File: config.mk
export PLATFORM = sky130hd
export DESIGN_NAME = kect_avg_unit
export DESIGN_NICKNAME = d
export VERILOG_FILES = /design/src/rtl/kect_pkg.sv /design/src/rtl/kect_avg_unit.sv
export SDC_FILE = /design/constraint.sdc
export NUM_CORES = 1
export LEC_CHECK = 0
export BUFFER_PORTS_ARGS = -buffer_cell sky130_fd_sc_hd__buf_2
export CAP_MARGIN = 5
export CORE_MARGIN = 1
export CORE_UTILIZATION = 31
export DETAILED_ROUTE_END_ITERATION = 16
export GPL_TIMING_DRIVEN = 0
export SETUP_SLACK_MARGIN = 0.4
export SYNTH_ARGS = -nofsm -noshare
export SYNTH_HDL_FRONTEND = slang
export SYNTH_SLANG_ARGS = --single-unit
File: constraint.sdc
create_clock -name clk -period 3.6 [get_ports clk]
set_clock_uncertainty 0.1 [all_clocks]
set_input_delay 0.18 -clock clk [delete_from_list [all_inputs] [get_ports clk]]
set_output_delay 0.18 -clock clk [all_outputs]
set_load 0.01 [all_outputs]
File: src/rtl/kect_pkg.sv
// ----------------------------------------------------------------------------
// kect_pkg: shared types and constants for the keyed ewma cost table
// entry layout, status codes and the shared averaging unit's opcodes
// ----------------------------------------------------------------------------
package kect_pkg;

  localparam int unsigned Entries = 64;
  localparam int unsigned IdxW    = $clog2(Entries);
  localparam int unsigned UsedW   = $clog2(Entries + 1);

  localparam logic [47:0] PriorReset = 48'd16000000;
  localparam logic [15:0] CntMax     = 16'hFFFF;

  localparam logic [2:0] StSkip   = 3'd0;
  localparam logic [2:0] StUpdate = 3'd1;
  localparam logic [2:0] StInsert = 3'd2;
  localparam logic [2:0] StFull   = 3'd3;
  localparam logic [2:0] StQuery  = 3'd4;

  // packed table row
  typedef struct packed {
    logic [63:0] key;
    logic [47:0] kavg;
    logic [47:0] dev;
    logic [47:0] xavg;
    logic [15:0] nx;
    logic [15:0] nk;
    logic [15:0] nn;
  } entry_t;

  // request to the shared averaging unit
  typedef struct packed {
    logic        start;
    logic        slow;   // 7/8 weighting instead of halving
    logic [47:0] avg;
    logic [47:0] smp;
  } avg_req_t;

  function automatic logic [15:0] sat_inc(input logic [15:0] c);
    sat_inc = (c == CntMax) ? c : c + 16'd1;
  endfunction

endpackage

File: src/rtl/kect_avg_unit.sv
// ----------------------------------------------------------------------------
// kect_avg_unit: shared averaging unit
// one registered step: (a+s)/2 or (7a+s)/8, truncated to 48 bits
// ----------------------------------------------------------------------------
module kect_avg_unit (
  input  logic               clk,
  input  kect_pkg::avg_req_t req,
  output logic [47:0]        res_r
);

  logic [51:0] sum;
  logic [47:0] res_nxt;

  always_comb begin
    if (req.slow) begin
      sum     = {req.avg, 3'b000} - {4'd0, req.avg} + {4'd0, req.smp};
      res_nxt = sum[50:3];
    end else begin
      sum     = {4'd0, req.avg} + {4'd0, req.smp};
      res_nxt = sum[48:1];
    end
  end

  always_ff @(posedge clk) begin
    if (req.start) begin
      res_r <= res_nxt;
    end
  end

endmodule

==> flow_metrics.env <==
export IMPL_outcome="completed"
export IMPL_top_register="res_r"
export IMPL_seq_area_frac_synth_pct=15.3
export IMPL_synth_top_family_by_area="adder cells"
export IMPL_final_common_cell="inv_1"
export IMPL_fin_setup_tns_ns=0
export IMPL_gp_congestion=0.933
export IMPL_synth_edf_count=48
export IMPL_critPathMaxFanout=7
export IMPL_synth_area_um2=9430
export IMPL_tightestPinTransition_ns=1.17
export IMPL_drt_iter0_drc=554
export IMPL_die_area_um2=31100
export IMPL_synth_distinct_cells=75
export IMPL_rows=63
export IMPL_wl_per_cell_um=16.6
export IMPL_synthAdderAreaFrac_pct=28.6
export IMPL_drc=0
export IMPL_grt_pass1_vias=8836
export IMPL_rsz0062_at_grt="true"
export IMPL_coreArea_um2=29800
export IMPL_setup_violations=0
export IMPL_die_h_um=176
export IMPL_largest_reg_flops=48
export IMPL_synth_compound_area_share_pct=22.2
export IMPL_pwr_density_cell_nw_per_um2=344
export IMPL_slew_violations=0
export IMPL_synthArstFlopShare_pct=0
export IMPL_finalCriticalPeriod_ns=3.23
export IMPL_cts_tree="built"
export IMPL_num_fill_cells=3095
export IMPL_dp_hpwl_mm=24.1
export IMPL_hold_violations=0
export IMPL_synth_main_ff_cell="edfxtp_1"
export IMPL_cts_root_buf="clkbuf_16"
export IMPL_clkSlewWorstSetupHoldPaths_ns=0.06
export IMPL_worstPathArrival_ns=3.15
export IMPL_diodes=0
export IMPL_synth_xor_area_share_pct=8.36
export IMPL_grt_max_degree=49
export IMPL_synth_simple_gate_area_share_pct=14.1
export IMPL_ir_worst_vdd_mv=0.184
export IMPL_clkSinkCount=48
export IMPL_drt_pass1_iterations=5
export IMPL_mostFrequentLayoutCells="221 x inv_1, 136 x buf_2, 105 x a21oi_1, 105 x ha_1, 91 x nor2_1"
export IMPL_vias_per_cell=4.99
export IMPL_endpoint_kind="flop"
export IMPL_startpoint_type="input port"
export IMPL_avgSynthCellArea_um2=7.92
export IMPL_grt_usage_pct=18.6
export IMPL_crit_required_ns=3.52
export IMPL_die_w_um=176
export IMPL_grt_pass1_wl_mm=45.9
export IMPL_max_slew_margin_pct=21.9
export IMPL_leakage_nw=5.62
export IMPL_wirelength_mm=29.5
export IMPL_cts_made_buffers=5
export IMPL_htree_levels=2
export IMPL_initial_core_util_pct=31.6
export IMPL_ys_seq_elements=48
export IMPL_cap_violations=0
export IMPL_gr_total_overflow=0
export IMPL_top_regs="res_r x48"
export IMPL_drive_gt1_share_pct=25.6
export IMPL_power_mw=4.15
export IMPL_fin_crit_sh_pct=89.7
export IMPL_synthesis_nets=1477
export IMPL_cts_buffer_depth=2
export IMPL_syn2layout_area_growth_pct=28.1
export IMPL_postSynthCellCount=1190
export IMPL_place_port_buffers=145
export IMPL_final_cells=1781
export IMPL_vias=8892
export IMPL_synthMuxAreaShare_pct=1.01
export IMPL_hp_class="input port to flop"
export IMPL_max_freq_mhz=310
export IMPL_path_class="input port to flop"
export IMPL_detail_route_antenna_nets=0
export IMPL_num_io_pins=147
export IMPL_fin_nets=1677
export IMPL_dpl_cell_count=1725
export IMPL_antenna_found_initial=1
export IMPL_yosys_warnings=0
[through the flow]
stage / worst slack [ns] / hold slack, ns / utilization (%) / area (um^2)
final: 0.372 / 0.315 / 40.5 / 12100
after global routing: 0.223 / 0.336 / 40.5 / 12100
after CTS: 0.374 / 0.307 / 39.3 / 11700
after detailed placement: -0.385 / 0.489 / 36.3 / 10800
after global placement: -0.389 / 0.489 / 36.3 / 10800
after floorplan: 0.340 / 0.192 / - / 9610
[synthesized netlist by cell type, types with 4 or more instances]
cell type / instances / area (um^2)
o211ai_1: 7 / 52.6
nor4_1: 8 / 50.1
nand2b_1: 14 / 87.6
a21o_1: 15 / 113
o31a_1: 5 / 43.8
nor3_1: 19 / 95.1
a31oi_1: 13 / 81.3
nor2_1: 96 / 360
inv_1: 238 / 893
nand4_1: 13 / 81.3
xnor2_1: 65 / 569
o21ai_1: 6 / 30.0
fa_1: 46 / 921
and3_1: 6 / 37.5
o31ai_1: 11 / 82.6
clkbuf_1: 18 / 67.6
mux2i_1: 5 / 50.1
a211oi_1: 9 / 67.6
ha_1: 142 / 1780
nor2b_1: 12 / 75.1
nand3_1: 22 / 110
xor2_1: 25 / 219
edfxtp_1: 48 / 1440
mux2_2: 4 / 45.0
o22ai_1: 5 / 31.3
o21bai_1: 30 / 225
a211o_1: 5 / 43.8
nand2_1: 62 / 233
or3_1: 4 / 25.0
o21a_1: 6 / 45.0
o21ai_0: 45 / 225
a21oi_1: 122 / 611
[power by group]
| part | internal, mW | total, mW | switching (mW) |
|---|---|---|---|
| logic | 1.24 | 2.83 | 1.59 |
| registers | 0.787 | 0.833 | 0.0460 |
| clock network | 0.256 | 0.481 | 0.226 |
[final cells by class]
type | count | area [um^2] | share of cell area [%]
plain buffers | 22 | 143 | 1.18
clock buffers | 5 | 125 | 1.04
clock inverters | 3 | 18.8 | 0.155
inverters | 239 | 905 | 7.49
multi-input cells | 881 | 7820 | 64.7
flip-flops and latches | 48 | 1440 | 11.9
well taps | 390 | 488 | 4.04
repair buffers | 193 | 1140 | 9.42
[kinds of logic (layout without fill, tap and decap cells)]
logic type                 Yosys count  after routing
DFF                                 48             48
buffers and inverters              261            462
muxes                                9              9
AOI/OAI and AO/OA                  316            316
xor gates and xnor gates            90             90
and+or+nand+nor                    278            278
adders and majority gates          188            188
[worst paths after layout]
kind	from	end	slack [ns]	cells past startpoint
min	req[47]	res_r[47]	0.32	4
max	req[79]	res_r[45]	0.37	17
[timing repair]
action                     4_1_cts  5_1_grt
resized for setup              110       67
buffers inserted                37       11
setup endpoints to repair       19       19
hold buffers                     0        0
pin swaps                       65       42
[worst max-delay path, cell delays in order]
cell and delay, ns:
buf_2 0.13, inv_1 0.08, fa_1 0.51, inv_1 0.05, ha_1 0.26, clkbuf_4 0.18, nand4_1 0.18, nor2_2 0.19
nand2_2 0.07, o311a_1 0.37, nand2b_1 0.12, o21ai_2 0.07, a21oi_2 0.14, o21a_1 0.22, nor4b_2 0.08, o31ai_2 0.20
o21ai_1 0.10
[metal layers]
layer | global-route usage [%] | share of wire [%] | vias up
li1 | - | - | 4388
met1 | 25.5 | 48 | 4238
met2 | 31.3 | 46 | 231
met3 | 2.67 | 4.6 | 33
met4 | 3.02 | 1.3 | 2
met5 | 0 | 0.034 | -
(Power assumes the default switching activity.)
